==> src/rtl/jss_pkg.sv <==
package jss_pkg;

    // Default widths of the position counter and the nesting depth
    localparam int POSITION_BITS_DEFAULT = 16;
    localparam int DEPTH_BITS_DEFAULT    = 16;

    // Width of the reported position fields
    localparam int REPORT_BITS = 16;

    // Characters that steer the scan
    localparam logic [7:0] CHAR_LBRACE    = 8'h7B;
    localparam logic [7:0] CHAR_LBRACKET  = 8'h5B;
    localparam logic [7:0] CHAR_RBRACE    = 8'h7D;
    localparam logic [7:0] CHAR_RBRACKET  = 8'h5D;
    localparam logic [7:0] CHAR_BACKSLASH = 8'h5C;
    localparam logic [7:0] CHAR_QUOTE     = 8'h22;

    // Result kinds carried on tuser
    localparam logic [1:0] KIND_BALANCED = 2'd0;
    localparam logic [1:0] KIND_TAIL     = 2'd1;
    localparam logic [1:0] KIND_NONE     = 2'd2;

endpackage

==> src/rtl/json_span_scanner_core.sv <==
// Bracket-balanced span finder for a byte stream of JSON-like text.
//
// Input channel s_axis: one text byte per beat in tdata, tlast marks the
// final byte of a text. Output channel m_axis: one result beat per span
// that closes, plus one at the final byte of a text where none closes.
// tdata carries the start and end positions of the span, tuser the kind
// (balanced, tail, none), and tlast is set for a result from the final byte.
//
// Throughput is one byte per cycle while no result waits on a full output:
// each byte passes an input register and the span state (flags, depth
// counter, position counter) is updated from that register, the result
// going to an output register, from which m_axis shows it.
//
// Reset clears the span state, the position counter and both valid flags.
// When the receiver stalls with a result held, bytes that produce no
// result keep flowing; a byte that produces a result waits in the input
// register and s_axis_tready drops until the output register frees up.
// After the final byte of a text the span state and position counter clear.
module json_span_scanner_core #(
    parameter int POSITION_BITS = jss_pkg::POSITION_BITS_DEFAULT,
    parameter int DEPTH_BITS    = jss_pkg::DEPTH_BITS_DEFAULT
) (
    input  logic        clk,
    input  logic        rst_n,
    input  logic        s_axis_tvalid,
    output logic        s_axis_tready,
    input  logic [7:0]  s_axis_tdata,   // [7:0] text_byte
    input  logic        s_axis_tlast,   // end_of_text
    output logic        m_axis_tvalid,
    input  logic        m_axis_tready,
    output logic [31:0] m_axis_tdata,   // [15:0] span_start, [31:16] span_end
    output logic [1:0]  m_axis_tuser,   // [1:0] span_kind
    output logic        m_axis_tlast    // text_done
);

    localparam int RB = jss_pkg::REPORT_BITS;
    localparam logic [DEPTH_BITS-1:0] DEPTH_MAX = {DEPTH_BITS{1'b1}};

    // Input register
    logic                     in_valid_reg;
    logic [7:0]               in_byte_reg;
    logic                     in_last_reg;

    // Span state
    logic                     inside_reg,  inside_next;
    logic                     square_reg,  square_next;
    logic [DEPTH_BITS-1:0]    depth_reg,   depth_next;
    logic                     quotes_reg,  quotes_next;
    logic                     escape_reg,  escape_next;
    logic [POSITION_BITS-1:0] pos_reg,     pos_next;
    logic [POSITION_BITS-1:0] open_reg,    open_next;

    // Output register
    logic                     out_valid_reg;
    logic [RB-1:0]            out_start_reg;
    logic [RB-1:0]            out_end_reg;
    logic [1:0]               out_kind_reg;
    logic                     out_done_reg;

    logic                     closed;
    logic                     has_result;
    logic                     out_free;
    logic                     advance;
    logic [7:0]               opener;
    logic [7:0]               closer;
    logic [DEPTH_BITS-1:0]    depth_dec;
    logic [POSITION_BITS+RB-1:0] start_wide;
    logic [POSITION_BITS+RB-1:0] end_wide;
    logic [RB-1:0]            res_start;
    logic [RB-1:0]            res_end;
    logic [1:0]               res_kind;

    // Pick the bracket pair of the open span
    assign opener    = square_reg ? jss_pkg::CHAR_LBRACKET : jss_pkg::CHAR_LBRACE;
    assign closer    = square_reg ? jss_pkg::CHAR_RBRACKET : jss_pkg::CHAR_RBRACE;
    assign depth_dec = (depth_reg != '0) ? depth_reg - 1'b1 : depth_reg;

    // Scan one byte against the span state
    always_comb
    begin
        inside_next = inside_reg;
        square_next = square_reg;
        depth_next  = depth_reg;
        quotes_next = quotes_reg;
        escape_next = escape_reg;
        open_next   = open_reg;
        closed      = 1'b0;

        if (!inside_reg)
        begin
            if (in_byte_reg == jss_pkg::CHAR_LBRACE || in_byte_reg == jss_pkg::CHAR_LBRACKET)
            begin
                inside_next = 1'b1;
                square_next = (in_byte_reg == jss_pkg::CHAR_LBRACKET);
                depth_next  = DEPTH_BITS'(1);
                quotes_next = 1'b0;
                escape_next = 1'b0;
                open_next   = pos_reg;
            end
        end
        else if (quotes_reg)
        begin
            if (escape_reg)
            begin
                escape_next = 1'b0;
            end
            else if (in_byte_reg == jss_pkg::CHAR_BACKSLASH)
            begin
                escape_next = 1'b1;
            end
            else if (in_byte_reg == jss_pkg::CHAR_QUOTE)
            begin
                quotes_next = 1'b0;
            end
        end
        else if (in_byte_reg == jss_pkg::CHAR_QUOTE)
        begin
            quotes_next = 1'b1;
        end
        else if (in_byte_reg == opener)
        begin
            if (depth_reg != DEPTH_MAX)
            begin
                depth_next = depth_reg + 1'b1;
            end
        end
        else if (in_byte_reg == closer)
        begin
            depth_next = depth_dec;
            if (depth_dec == '0)
            begin
                closed      = 1'b1;
                inside_next = 1'b0;
                quotes_next = 1'b0;
                escape_next = 1'b0;
            end
        end

        // Advance the position, or clear everything after the final byte
        pos_next = pos_reg + 1'b1;
        if (in_last_reg)
        begin
            inside_next = 1'b0;
            square_next = 1'b0;
            depth_next  = '0;
            quotes_next = 1'b0;
            escape_next = 1'b0;
            pos_next    = '0;
            open_next   = '0;
        end
    end

    // Form the result of this byte; a span opened on this byte starts here
    assign start_wide = {{RB{1'b0}}, (inside_reg ? open_reg : pos_reg)};
    assign end_wide   = {{RB{1'b0}}, pos_reg};
    assign has_result = closed || in_last_reg;

    always_comb
    begin
        res_start = start_wide[RB-1:0];
        res_end   = end_wide[RB-1:0];
        res_kind  = jss_pkg::KIND_BALANCED;
        if (!closed)
        begin
            if (inside_reg || (in_byte_reg == jss_pkg::CHAR_LBRACE)
                || (in_byte_reg == jss_pkg::CHAR_LBRACKET))
            begin
                res_kind = jss_pkg::KIND_TAIL;
            end
            else
            begin
                res_kind  = jss_pkg::KIND_NONE;
                res_start = '0;
                res_end   = '0;
            end
        end
    end

    // Handshake: a byte moves on unless its result finds the output full
    assign out_free      = !out_valid_reg || m_axis_tready;
    assign advance       = in_valid_reg && (!has_result || out_free);
    assign s_axis_tready = !in_valid_reg || advance;

    // Hold the accepted beat
    always_ff @(posedge clk or negedge rst_n)
    begin
        if (!rst_n)
        begin
            in_valid_reg <= 1'b0;
        end
        else if (s_axis_tready)
        begin
            in_valid_reg <= s_axis_tvalid;
        end
    end

    always_ff @(posedge clk)
    begin
        if (s_axis_tready && s_axis_tvalid)
        begin
            in_byte_reg <= s_axis_tdata;
            in_last_reg <= s_axis_tlast;
        end
    end

    // Update the span state once per byte
    always_ff @(posedge clk or negedge rst_n)
    begin
        if (!rst_n)
        begin
            inside_reg <= 1'b0;
            square_reg <= 1'b0;
            depth_reg  <= '0;
            quotes_reg <= 1'b0;
            escape_reg <= 1'b0;
            pos_reg    <= '0;
            open_reg   <= '0;
        end
        else if (advance)
        begin
            inside_reg <= inside_next;
            square_reg <= square_next;
            depth_reg  <= depth_next;
            quotes_reg <= quotes_next;
            escape_reg <= escape_next;
            pos_reg    <= pos_next;
            open_reg   <= open_next;
        end
    end

    // Load or drain the result register
    always_ff @(posedge clk or negedge rst_n)
    begin
        if (!rst_n)
        begin
            out_valid_reg <= 1'b0;
        end
        else if (advance && has_result)
        begin
            out_valid_reg <= 1'b1;
        end
        else if (m_axis_tready)
        begin
            out_valid_reg <= 1'b0;
        end
    end

    always_ff @(posedge clk)
    begin
        if (advance && has_result)
        begin
            out_start_reg <= res_start;
            out_end_reg   <= res_end;
            out_kind_reg  <= res_kind;
            out_done_reg  <= in_last_reg;
        end
    end

    assign m_axis_tvalid = out_valid_reg;
    assign m_axis_tdata  = {out_end_reg, out_start_reg};
    assign m_axis_tuser  = out_kind_reg;
    assign m_axis_tlast  = out_done_reg;

    // A span is open exactly while the depth is nonzero
    a_depth_tracks_span: assert property (@(posedge clk) disable iff (!rst_n)
        inside_reg == (depth_reg != '0))
        else $error("depth and span flag disagree");

    // Tail and empty outcomes only come from the final byte
    a_end_kinds_last: assert property (@(posedge clk) disable iff (!rst_n)
        m_axis_tvalid && (m_axis_tuser != jss_pkg::KIND_BALANCED) |-> m_axis_tlast)
        else $error("end-of-text outcome without text_done");

    // An empty outcome reports zero positions
    a_none_zero: assert property (@(posedge clk) disable iff (!rst_n)
        m_axis_tvalid && (m_axis_tuser == jss_pkg::KIND_NONE) |-> (m_axis_tdata == '0))
        else $error("no-span result carries positions");

    // The final byte clears the position counter and the span
    a_last_clears: assert property (@(posedge clk) disable iff (!rst_n)
        advance && in_last_reg |=> (pos_reg == '0) && !inside_reg && !quotes_reg)
        else $error("state not cleared after final byte");

endmodule

==> config.mk <==
export PLATFORM = sky130hd
export DESIGN_NAME = json_span_scanner_core
export DESIGN_NICKNAME = d
export VERILOG_FILES = /design/src/rtl/jss_pkg.sv /design/src/rtl/json_span_scanner_core.sv
export SDC_FILE = /design/constraint.sdc
export NUM_CORES = 1
export LEC_CHECK = 0
export CAP_MARGIN = 20
export CORE_MARGIN = 2
export CORE_UTILIZATION = 45
export CTS_CLUSTER_SIZE = 14
export DETAILED_ROUTE_END_ITERATION = 10
export DONT_BUFFER_PORTS = 1
export PLACE_DENSITY = 0.59
export SYNTH_ARGS = -nofsm -noshare
export SYNTH_HDL_FRONTEND = slang
export SYNTH_SLANG_ARGS = --single-unit
==> constraint.sdc <==
create_clock -name clk -period 4.73 [get_ports clk]
set_clock_uncertainty 0.15 [all_clocks]
set_input_delay 0.946 -clock clk [delete_from_list [all_inputs] [get_ports clk]]
set_output_delay 0.946 -clock clk [all_outputs]
set_load 0.05 [all_outputs]
Word level (Yosys, flattened, before mapping)
Index checks and enable logic that the tools add are counted.
{ "word_totals": {"reg_bits": 98, "inputBits": 13, "mem_count": 0, "mem_bits_ro": 0, "output_inout_bits": 37, "latchBits": 0, "ramBits": 0} }
{ "op_classes": {"add_sub_neg": 3, "multipliers": 0, "n_shift": 0, "n_lt_le_gt_ge": 0, "n_eq_ne": 16, "div": 0, "n_bitwise": 0, "muxes": 57, "reduce_logical": 22} }
{ "op_table": {"columns": ["op", "count"], "rows": [
  ["2-to-1 mux 16 bit", 18],
  ["2-to-1 mux 1 bit", 36],
  ["adder 16 x 1 -> 16 bit (second input constant)", 2],
  ["equality test 8 x 7 -> 1 bit (second input constant)", 3],
  ["equality test 8 x 7 -> 1 bit", 2],
  ["zero test 16 bit", 1],
  ["!= test 16 bit (second input constant)", 1],
  ["nonzero test 16 bit", 1],
  ["subtractor 16 x 1 -> 16 bit (second input constant)", 1],
  ["2-to-1 mux 6 bit", 2],
  ["!= test 4 x 2 -> 1 bit (second input constant)", 3],
  ["AND reduction 6 bit", 2],
  ["equality test 8 x 6 -> 1 bit (second input constant)", 1],
  ["!= test 4 bit (second input constant)", 2],
  ["logical OR 1 bit", 7],
  ["!= test 3 bit (second input constant)", 2],
  ["!= test 4 x 3 -> 1 bit (second input constant)", 1],
  ["nonzero test 2 bit", 2],
  ["logical AND 1 bit", 3],
  ["zero test 1 bit", 3],
  ["AND reduction 3 bit", 1],
  ["nonzero test 3 bit", 1],
  ["2-to-1 mux 2 bit", 1],
  ["!= test 2 bit (second input constant)", 1],
  ["AND reduction 2 bit", 1]
]} }

Logic depth before layout (Yosys ltp)
Gate-level depths: netlist (run 1).
{ "logic_depth": {"ltp_word": 15, "ltp_mapped": 13, "ltp_nobuf": 9} }

Worst setup path before layout (run 1)
No wires, ideal clock.
{ "synth_timing": {"path_type": "reg2reg", "startpoint": "reg depth_reg[0]", "endpoint": "reg out_done_reg (netlist: m_axis_tlast), enable pin", "period_less_slack_ns": 4.368, "stages_incl_launch_ff": 13, "path_buffers": 4, "arrival_ns": 3.791, "required_time_ns": 4.153, "slack_ns": 0.362, "cell_sequence": "dfrtp_1 clkbuf_1 inv_1 ha_1 clkbuf_1 nor3b_1 xnor2_1 nand4_1 o21a_1 o31ai_4 buf_4 buf_4 nor2_1"} }
{ "synth_via": {"elab_chain_cells": 14} }
{ "synth_lines": {"columns": ["item", "line_no", "source"], "rows": [
  ["from (decl)", "json_span_scanner_core.sv:47", "logic [DEPTH_BITS-1:0] depth_reg, depth_next;"],
  ["from (signal assigned)", "json_span_scanner_core.sv:223", "depth_reg <= depth_next;"],
  ["subtractor 16 x 1 -> 16 bit / nonzero test 16 bit (equally long branches)", "json_span_scanner_core.sv:76", "assign depth_dec = (depth_reg != '0) ? depth_reg - 1'b1 : depth_reg;"],
  ["2-to-1 mux 16 bit (*)", "json_span_scanner_core.sv:76", null],
  ["zero test 16 bit (*)", "json_span_scanner_core.sv:130", "if (depth_dec == '0)"],
  ["2-to-1 mux 1 bit (*)", "json_span_scanner_core.sv:130", null],
  ["2-to-1 mux 1 bit (*)", "json_span_scanner_core.sv:127", "else if (in_byte_reg == closer)"],
  ["2-to-1 mux 1 bit (*)", "json_span_scanner_core.sv:120", "else if (in_byte_reg == opener)"],
  ["2-to-1 mux 1 bit (*)", "json_span_scanner_core.sv:116", "else if (in_byte_reg == jss_pkg::CHAR_QUOTE)"],
  ["2-to-1 mux 1 bit (*)", "json_span_scanner_core.sv:101", "else if (quotes_reg)"],
  ["2-to-1 mux 1 bit (*)", "json_span_scanner_core.sv:89", "if (!inside_reg)"],
  ["logical OR 1 bit (*)", "json_span_scanner_core.sv:156", "assign has_result = closed || in_last_reg;"],
  ["zero test 1 bit", "json_span_scanner_core.sv:181", "assign advance = in_valid_reg && (!has_result || out_free);"],
  ["logical OR 1 bit", "json_span_scanner_core.sv:181", null],
  ["logical AND 1 bit", "json_span_scanner_core.sv:181", null],
  ["logical AND 1 bit (*)", "json_span_scanner_core.sv:250", "if (advance && has_result)"],
  ["to (signal assigned)", "json_span_scanner_core.sv:255", "out_done_reg <= in_last_reg;"],
  ["to (decl)", "json_span_scanner_core.sv:58", "logic out_done_reg;"]
]} }
Mark *: on every way between the ends. The rest lies on a longest branch, timed or not.
A chain may end at the register's enable or synchronous reset.

Final worst setup path (run 1)
{ "layout_timing": {"startpoint": "reg depth_reg[0]", "endpoint": "out s_axis_tready"} }
{ "layout_via": {"elab_chain_cells": 14} }
{ "layout_lines": {"columns": ["item", "line_no", "source"], "rows": [
  ["subtractor 16 x 1 -> 16 bit / nonzero test 16 bit (equally long branches)", "json_span_scanner_core.sv:76", null],
  ["2-to-1 mux 16 bit (*)", "json_span_scanner_core.sv:76", null],
  ["zero test 16 bit (*)", "json_span_scanner_core.sv:130", null],
  ["2-to-1 mux 1 bit (*)", "json_span_scanner_core.sv:130", null],
  ["2-to-1 mux 1 bit (*)", "json_span_scanner_core.sv:127", null],
  ["2-to-1 mux 1 bit (*)", "json_span_scanner_core.sv:120", null],
  ["2-to-1 mux 1 bit (*)", "json_span_scanner_core.sv:116", null],
  ["2-to-1 mux 1 bit (*)", "json_span_scanner_core.sv:101", null],
  ["2-to-1 mux 1 bit (*)", "json_span_scanner_core.sv:89", null],
  ["logical OR 1 bit (*)", "json_span_scanner_core.sv:156", null],
  ["zero test 1 bit (*)", "json_span_scanner_core.sv:181", null],
  ["logical OR 1 bit (*)", "json_span_scanner_core.sv:181", null],
  ["logical AND 1 bit (*)", "json_span_scanner_core.sv:181", null],
  ["logical OR 1 bit (*)", "json_span_scanner_core.sv:182", "assign s_axis_tready = !in_valid_reg || advance;"],
  ["to (decl)", "json_span_scanner_core.sv:26", "output logic s_axis_tready,"]
]} }
Marks and branches as above.

==> results_dict.tcl, run 1 <==
set metrics [dict create \
    worstMarginPinSlew_ps 906 \
    fill_cells 1036 \
    wl_per_cell_um 20.4 \
    status "completed" \
    layout.nets 521 \
    setup.worst_path.end_class "output port" \
    top_layer_used "met4" \
    synth_area_um2 5220 \
    pre_cts_slack_ps 597 \
    drt_iter0_markers 335 \
    areaGrowthSynthToFinish_pct 8.60 \
    yosysWarnings 0 \
    grt_overflow 0 \
    cts_tree "yes" \
    drt.antenna.violating_nets 0 \
    clockRootBuffer "clkbuf_16" \
    p_per_area_nw_per_um2 375 \
    htreeDepth 3 \
    vias_per_cell 6.35 \
    cts_setup_buffers 0 \
    routed_wl_um 13300 \
    drive_gt1_frac 0.102 \
    worstPathRequired_ps 3630 \
    chipHeight_um 112 \
    timing.critical_path.arrival_ps 3410 \
    initial_utilization 0.459 \
    synth_async_sr_flop_share 0.551 \
    met3_wirelength_um 574 \
    route.detailed.drc 0 \
    most-common-layout-cells "dfrtp_1, nand2_1, edfxtp_1" \
    grt_pass1_wl_um 21600 \
    coreArea_um2 11400 \
    insertion_delay_ps 350 \
    fmax_ghz 0.222 \
    ys_ff_latch 98 \
    p_leak_uw 0.00211 \
    grtUsageTotal 0.221 \
    setup_viol 0 \
    antenna_found_initial 0 \
    ir_worst_vdd_v 0.000259 \
    crit_chain "inv_1 > ha_1 > o21bai_1 > a311o_1 > o311a_1 > o32ai_1 > a31oi_1 > nor2_1 > inv_1" \
    syn_avg_cell_area_um2 10.0 \
    place_congestion 0.911 \
    crit_fanout 12 \
    synthCells 520 \
    slowest_stage "dfrtp_1" \
    wl_met2_um 6130 \
    slew_viol_final 0 \
    yosys.cell_types.count 64 \
    path_common_cell "inv_1" \
    vias 4138 \
    max_stage_delay_ps 560 \
    crit_path_start_kind "flip-flop" \
    fin_crit_sh 0.952 \
    relSlewSlack 0.390 \
    yosysSeqAreaShare 0.512 \
    cts.sinks 98 \
    min_period_ps 4510 \
    cts_buffers 9 \
    rsz0062_at_grt "false" \
    met1_length_um 6310 \
    grt_max_degree 55 \
    grt_pass1_vias 3924 \
    hpwl_um 8740 \
    die_w_um 112 \
    layout_commonest_cell "dfrtp_1" \
    synth-edff-count 44 \
    worstSetupPathType "reg2out" \
    n_antenna_cell 0 \
    placement_rows 39 \
    fin_setup_tns_ps 0 \
    hp-class "in2async" \
    die-area_um2 12500 \
    drt_pass1_iterations 5 \
    hold_viol_final 0 \
    clockBufferDepth 2 \
    num_io_pins 50 \
    ys.flop_type "dfrtp_1" \
    io_buffers 0 \
    synth_nets 537 \
    setup_ws_ps 225 \
    clk_pin_slew_worst_paths_ps 70 \
    cap_violations 0 \
]
## area by class of cell
type	count	area, um^2	share of cell area
clock inverters	6	98.8	0.0174
repair buffers	13	97.6	0.0172
clock buffers	10	229	0.0404
flip-flops and latches	98	2670	0.471
inverters	9	33.8	0.00596
well taps	143	179	0.0315
multi-input cells	373	2360	0.416
## worst max-delay path, delay by kind of cell, from the launching register on
family                   cells  cell delay, ps
AO/OA/AOI/OAI                5            1370
buffers and inverters        2             440
AND/OR/NAND/NOR              1             290
flip-flops                   1             560
adder cells (fa/ha/maj)      1             380
## metal layers
layer  global-route usage  vias to the layer above
met1                0.319                     2033
met4               0.0938                        0
li1                     -                     1950
met5                    0                        -
met2                0.327                      132
met3               0.0419                       23
## through the flow
stage,total power (uW),instance area [um^2],cells,hold slack (ps),util
floorplan,1250,5220,520,274,-
global placement,1320,5330,635,339,0.469
detailed placement,1320,5330,635,346,0.469
CTS,2140,5660,651,117,0.498
global route,2220,5670,652,114,0.499
finish,2130,5670,652,132,0.499
## timing repair
action                                  in CTS  in global routing
resized for setup                            0                  1
endpoints found under the setup margin       0                  1
hold buffers                                 0                  0
## synth_stat cells, types with 4 or more instances
| master | count | area, um^2 |
|---|---|---|
| dfrtp_1 | 54 | 1350 |
| nand2_1 | 49 | 184 |
| edfxtp_1 | 44 | 1320 |
| nor2_1 | 44 | 165 |
| o21ai_0 | 36 | 180 |
| clkbuf_1 | 33 | 124 |
| nor2b_1 | 27 | 169 |
| nand3_1 | 22 | 110 |
| nor4_1 | 18 | 113 |
| a22o_1 | 16 | 140 |
| nor3_1 | 16 | 80.1 |
| o31ai_1 | 13 | 97.6 |
| nand4_1 | 12 | 75.1 |
| a221o_1 | 11 | 110 |
| mux2_2 | 10 | 113 |
| inv_1 | 8 | 30.0 |
| a31oi_1 | 7 | 43.8 |
| a21oi_1 | 5 | 25.0 |
| a22oi_1 | 5 | 37.5 |
| or2_2 | 5 | 31.3 |
| a21boi_0 | 4 | 30.0 |
| buf_4 | 4 | 30.0 |
| ha_1 | 4 | 50.1 |
| nand2b_1 | 4 | 25.0 |
| o41ai_1 | 4 | 35.0 |
| xnor2_1 | 4 | 35.0 |
## where the power goes
| group | internal, uW | total, uW | switching (uW) |
|---|---|---|---|
| registers | 946 | 1050 | 101 |
| clock network | 472 | 813 | 340 |
| logic | 101 | 268 | 167 |
| total | 1520 | 2130 | 608 |
## logic make-up (layout without fill, tap and decap cells)
| family | count (synthesis) | in the layout | share of synthesized area |
|---|---|---|---|
| XOR/XNOR | 6 | 6 | 0.0101 |
| multiplexers | 10 | 10 | 0.0216 |
| AND/OR/NAND/NOR | 219 | 219 | 0.218 |
| buffers and inverters | 49 | 38 | 0.0395 |
| flip-flops | 98 | 98 | 0.512 |
| AO/OA/AOI/OAI | 134 | 134 | 0.190 |
| adder cells (fa/ha/maj) | 4 | 4 | 0.00958 |
## worst paths after layout
path | start | to | slack, ps | cells past startpoint
max | depth_reg[0] | s_axis_tready | 220 | 9
min | rst_n | depth_reg[4] | 130 | 0
max reg2reg | depth_reg[2] | depth_reg[10] | 950 | 8
min reg2reg | open_reg[10] | open_reg[10] | 360 | 1
max in group asynchronous | rst_n | depth_reg[12] | 4150 | 0
min in group clk | open_reg[10] | open_reg[10] | 360 | 1
(Power assumes the default switching activity.)
==> run 2: changes to the inputs <==
--- a/config.mk
+++ b/config.mk
@@ -5,13 +5,13 @@
 export SDC_FILE = /design/constraint.sdc
 export NUM_CORES = 1
 export LEC_CHECK = 0
+export BUFFER_PORTS_ARGS = -buffer_cell sky130_fd_sc_hd__buf_2
 export CAP_MARGIN = 20
 export CORE_MARGIN = 2
 export CORE_UTILIZATION = 45
 export CTS_CLUSTER_SIZE = 14
 export DETAILED_ROUTE_END_ITERATION = 10
-export DONT_BUFFER_PORTS = 1
-export PLACE_DENSITY = 0.59
+export PLACE_DENSITY = 0.62
 export SYNTH_ARGS = -nofsm -noshare
 export SYNTH_HDL_FRONTEND = slang
 export SYNTH_SLANG_ARGS = --single-unit
==> run 2 against run 1 <==
  * Wire length down 2.9%
  * Global-route usage is 0.82 points lower
  * Hold slack better by 230 ps
  * Setup slack better by 55 ps
  * Cell count up 7.4%
  * Critical path depth rose by 1
==> results_dict.tcl, run 2 (same netlist as run 1, synthesis figures left out) <==
set metrics [dict create \
    crit_path_start_kind "flip-flop" \
    p_per_area_nw_per_um2 352 \
    cap_violations 0 \
    place_congestion 0.931 \
    fin_setup_tns_ps 0 \
    grt_max_degree 42 \
    max_stage_delay_ps 510 \
    fmax_ghz 0.225 \
    ir_worst_vdd_v 0.000191 \
    placement_rows 39 \
    clockRootBuffer "clkbuf_16" \
    layout_commonest_cell "dfrtp_1" \
    cts_buffers 9 \
    grtUsageTotal 0.213 \
    cts.sinks 98 \
    layout.nets 569 \
    drt_pass1_iterations 5 \
    areaGrowthSynthToFinish_pct 12.4 \
    hpwl_um 8670 \
    initial_utilization 0.459 \
    vias_per_cell 6.23 \
    num_io_pins 50 \
    cts_tree "yes" \
    die-area_um2 12500 \
    hold_viol_final 0 \
    r2r_slack_ps 930 \
    insertion_delay_ps 340 \
    drt.antenna.violating_nets 0 \
    most-common-layout-cells "dfrtp_1, nand2_1, buf_2" \
    drt_iter0_markers 303 \
    timing.critical_path.arrival_ps 3350 \
    slew_viol_final 0 \
    seqCellArea_um2 2670 \
    min_period_ps 4450 \
    p_leak_uw 0.00229 \
    relSlewSlack 0.435 \
    critical-path-top-delay-family "simple AND/OR/NAND/NOR gates" \
    n_antenna_cell 0 \
    post_cts_resized 0 \
    setup_ws_ps 280 \
    clockBufferDepth 2 \
    antenna_found_initial 0 \
    ctsHoldBuffers 0 \
    slowest_stage "dfrtp_1" \
    cts_setup_buffers 0 \
    fin_crit_sh 0.941 \
    coreArea_um2 11400 \
    grt_pass1_vias 4114 \
    whs_ps 362 \
    rsz0062_at_grt "false" \
    reg2reg_to "depth_reg[10]" \
    drive_gt1_frac 0.174 \
    worstSetupPathType "reg2out" \
    final-instance-count-excl-fill 700 \
    hp-class "reg2reg" \
    io_buffers 49 \
    min_to "open_reg[14]" \
    route.detailed.drc 0 \
    pre_cts_slack_ps 660 \
    clk_pin_slew_worst_paths_ps 70 \
    crit_chain "inv_1 > ha_1 > nor3b_1 > xnor2_1 > nand4_1 > o21ai_0 > a31oi_1 > nor2_1 > inv_1 > buf_2" \
    fill_cells 1039 \
    grt_pass1_wl_um 21200 \
    htreeDepth 3 \
    grt_overflow 0 \
    r2r_cells 8 \
    wl_per_cell_um 18.4 \
    worstMarginPinSlew_ps 840 \
    setup.worst_path.end_class "output port" \
    hold_depth 1 \
    crit_fanout 12 \
    status "completed" \
    routed_wl_um 12900 \
    setup_viol 0 \
    reg2reg_from "depth_reg[2]" \
    path_buf_inv 3 \
    worstPathRequired_ps 3630 \
    multi_input_area_um2 2360 \
    min-delay-start "open_reg[14]" \
    dp.cells 683 \
    vias 4360 \
    chipHeight_um 112 \
    path_common_cell "inv_1" \
    die_w_um 112 \
]
==> run 2: changes by cell type in the layout (fill, tap and decap cells not counted) <==
cell | before | now
nor3b_1 | 0 | 1
nor3b_2 | 1 | 0
buf_2 | 0 | 49
inv_8 | 2 | 1
inv_6 | 0 | 1
clkinv_1 | 1 | 2
bufinv_16 | 2 | 1
buf_4 | 13 | 12
clkinvlp_4 | 1 | 0
clkbuf_1 | 1 | 2
==> run 2: area by class of cell <==
class / count / area share
clock inverter: 5 / 0.0107
sequential: 98 / 0.455
tap: 143 / 0.0305
inverter: 9 / 0.00575
timing repair buffer: 61 / 0.0571
clock buffer: 11 / 0.0396
multi-input combinational: 373 / 0.401
==> run 2: metrics by stage <==
step	util	cell area, um^2	total power (uW)
final	0.516	5870	2070
after global routing	0.516	5870	2170
after CTS	0.516	5860	2080
after detailed placement	0.490	5570	1340
after global placement	0.490	5570	1340
after floorplan	-	5220	1250
==> run 2: how the worst max path moves through the flow <==
| stage | startpoint | end | slack [ps] | cells past startpoint |
|---|---|---|---|---|
| 2_1_floorplan | depth_reg[0] | m_axis_tlast | 360 | 12 |
| 3_3_place_gp | depth_reg[0] | s_axis_tready | 730 | 10 |
| 3_5_place_dp | depth_reg[0] | s_axis_tready | 660 | 10 |
| 4_1_cts | depth_reg[0] | s_axis_tready | 250 | 10 |
| 5_1_grt | depth_reg[0] | s_axis_tready | 50 | 10 |
| 6_report | depth_reg[0] | s_axis_tready | 280 | 10 |
==> run 2: metal layers <==
metal	global-route usage	routed length, um
met1	0.315	6150
met2	0.321	5770
met3	0.0370	819
met4	0.0658	155
met5	0	0
==> run 2: worst register-to-register path: stages, from the launching register on <==
cell	delay, ps
dfrtp_1	510
nor4_1	530
buf_4	270
nand4_1	110
xnor2_1	350
o32a_1	320
o31a_1	590
nand3_1	500
o31ai_1	350
==> run 2: power breakdown <==
group          internal [uW]  total (uW)  switching, uW
combinational            109         331            222
clock                    416         734            319
sequential               945        1000           57.9
total                   1470        2070            599
==> run 3: changes to the inputs <==
--- a/config.mk
+++ b/config.mk
@@ -8,10 +8,10 @@
 export BUFFER_PORTS_ARGS = -buffer_cell sky130_fd_sc_hd__buf_2
 export CAP_MARGIN = 20
 export CORE_MARGIN = 2
-export CORE_UTILIZATION = 45
+export CORE_UTILIZATION = 59
 export CTS_CLUSTER_SIZE = 14
 export DETAILED_ROUTE_END_ITERATION = 10
-export PLACE_DENSITY = 0.62
+export PLACE_DENSITY = 0.78
 export SYNTH_ARGS = -nofsm -noshare
 export SYNTH_HDL_FRONTEND = slang
 export SYNTH_SLANG_ARGS = --single-unit
==> run 3 against run 2 <==
  * Cell count down 5.3%
  * Setup slack worse by 63 ps
  * Die area down 23%
  * First-iteration DRC count up 54%
  * Combinational power down 1%
  * Maximum frequency down 1.4%
  * Register-to-register slack worse by 50 ps
  * Total power down 7.2%
  * Critical endpoint unchanged
==> results_dict.tcl, run 3 (same netlist as run 1, synthesis figures left out) <==
set metrics [dict create \
    hpwl_um 8450 \
    setup_viol 0 \
    drt_iter0_markers 467 \
    p_total_uw 1920 \
    relSlewSlack 0.300 \
    grtUsageTotal 0.272 \
    num_io_pins 50 \
    layout_commonest_cell "dfrtp_1" \
    die-area_um2 9620 \
    cap_violations 0 \
    route.detailed.drc 0 \
    clockBufferDepth 2 \
    fin_setup_tns_ps 0 \
    cts_tree "yes" \
    grt_pass1_vias 4134 \
    die_w_um 98.1 \
    grt_overflow 0 \
    place_congestion 0.994 \
    chipHeight_um 98.1 \
    status "completed" \
    worstSetupPathType "reg2out" \
    share_comb_of_total_power 0.171 \
    netSwitchingPower_uw 607 \
    ctsHoldBuffers 0 \
    r2r_cells 8 \
    intPower_uw 1310 \
    path_common_cell "inv_1" \
    max_stage_delay_ps 560 \
    grt_max_degree 55 \
    layout.nets 567 \
    p_seq_frac 0.521 \
    fin_crit_sh 0.954 \
    coreArea_um2 8640 \
    cts.sinks 98 \
    hold_viol_final 0 \
    cts_buffers 9 \
    power_frac_clock 0.308 \
    setup.worst_path.end_class "output port" \
    hold_depth 1 \
    vias_per_cell 6.64 \
    switching_share 0.316 \
    p_leak_uw 0.00225 \
    worstPathRequired_ps 3630 \
    dp.cells 647 \
    seqCellArea_um2 2670 \
    crit_path_start_kind "flip-flop" \
    drt.antenna.violating_nets 0 \
    crit_fanout 12 \
    crit_chain "inv_1 > ha_1 > o21bai_1 > a311o_1 > o311a_1 > o32ai_1 > a31oi_1 > nor2_1 > inv_1 > buf_2" \
    io_buffers 49 \
    slowest_stage "dfrtp_1" \
    timing.critical_path.arrival_ps 3420 \
    worstMarginPinSlew_ps 1050 \
    critical-path-top-delay-family "compound AO/OA/AOI/OAI gates" \
    clk_pin_slew_worst_paths_ps 110 \
    clockRootBuffer "clkbuf_8" \
    min_period_ps 4510 \
    ir_worst_vdd_v 0.000205 \
    drt_pass1_iterations 5 \
    wl_per_cell_um 19.0 \
    grt_pass1_wl_um 21100 \
    insertion_delay_ps 370 \
    htreeDepth 3 \
    fmax_ghz 0.222 \
    routed_wl_um 12600 \
    cp.depth 10 \
    hp-class "reg2reg" \
    path_buf_inv 3 \
    multi_input_area_um2 2360 \
    rsz0062_at_grt "false" \
    p_per_area_nw_per_um2 334 \
    n_antenna_cell 0 \
    most-common-layout-cells "dfrtp_1, nand2_1, buf_2" \
    placement_rows 34 \
    fill_cells 684 \
    antenna_found_initial 0 \
    initial_utilization 0.605 \
    slew_viol_final 0 \
    vias 4403 \
    areaGrowthSynthToFinish_pct 9.97 \
    drive_gt1_frac 0.180 \
    final-instance-count-excl-fill 663 \
    utilization 0.665 \
]
## run 3: final cells by class
class                           instances  share of cell area
Clock buffer                            9              0.0216
Clock inverter                          7              0.0166
Inverter                                9             0.00588
Multi-Input combinational cell        373               0.411
Sequential cell                        98               0.466
Tap cell                              108              0.0235
Timing Repair Buffer                   59              0.0558
## run 3: worst paths after layout
path / to / startpoint / slack (ps)
max: s_axis_tready / depth_reg[1] / 220
min: open_reg[14] / open_reg[14] / 370
max reg2reg: m_axis_tlast / depth_reg[1] / 880
min reg2reg: open_reg[14] / open_reg[14] / 370
max in group asynchronous: depth_reg[0] / rst_n / 3390
min in group asynchronous: depth_reg[4] / rst_n / 550
## run 3: per-layer routing
metal  wire length, um  GRT usage  vias up
met5                 0          0        -
met3               999     0.0372       24
met1              5420      0.394     2116
li1                  -          -     2029
met2              5960      0.434      234
met4               220     0.0801        0
## run 3: metrics by stage
stage / area (um^2) / worst slack [ps] / hold slack, ps
finish: 5740 / 217 / 372
global route: 5740 / 53.8 / 390
global placement: 5520 / 806 / 338
floorplan: 5220 / 362 / 274
CTS: 5740 / 213 / 372
detailed placement: 5520 / 619 / 349
## run 3: power groups by stage
stage,registers (uW),clock network (uW),logic [uW]
6_report,1000,591,327
5_1_grt,1010,635,357
4_1_cts,997,599,324
3_5_place_dp,1020,0,322
3_3_place_gp,1010,0,315
2_1_floorplan,1040,0,208
## run 3: what timing repair did
item                       CTS  global route
buffers inserted             0             0
setup endpoints to repair    0             1
gates resized for setup      0             2
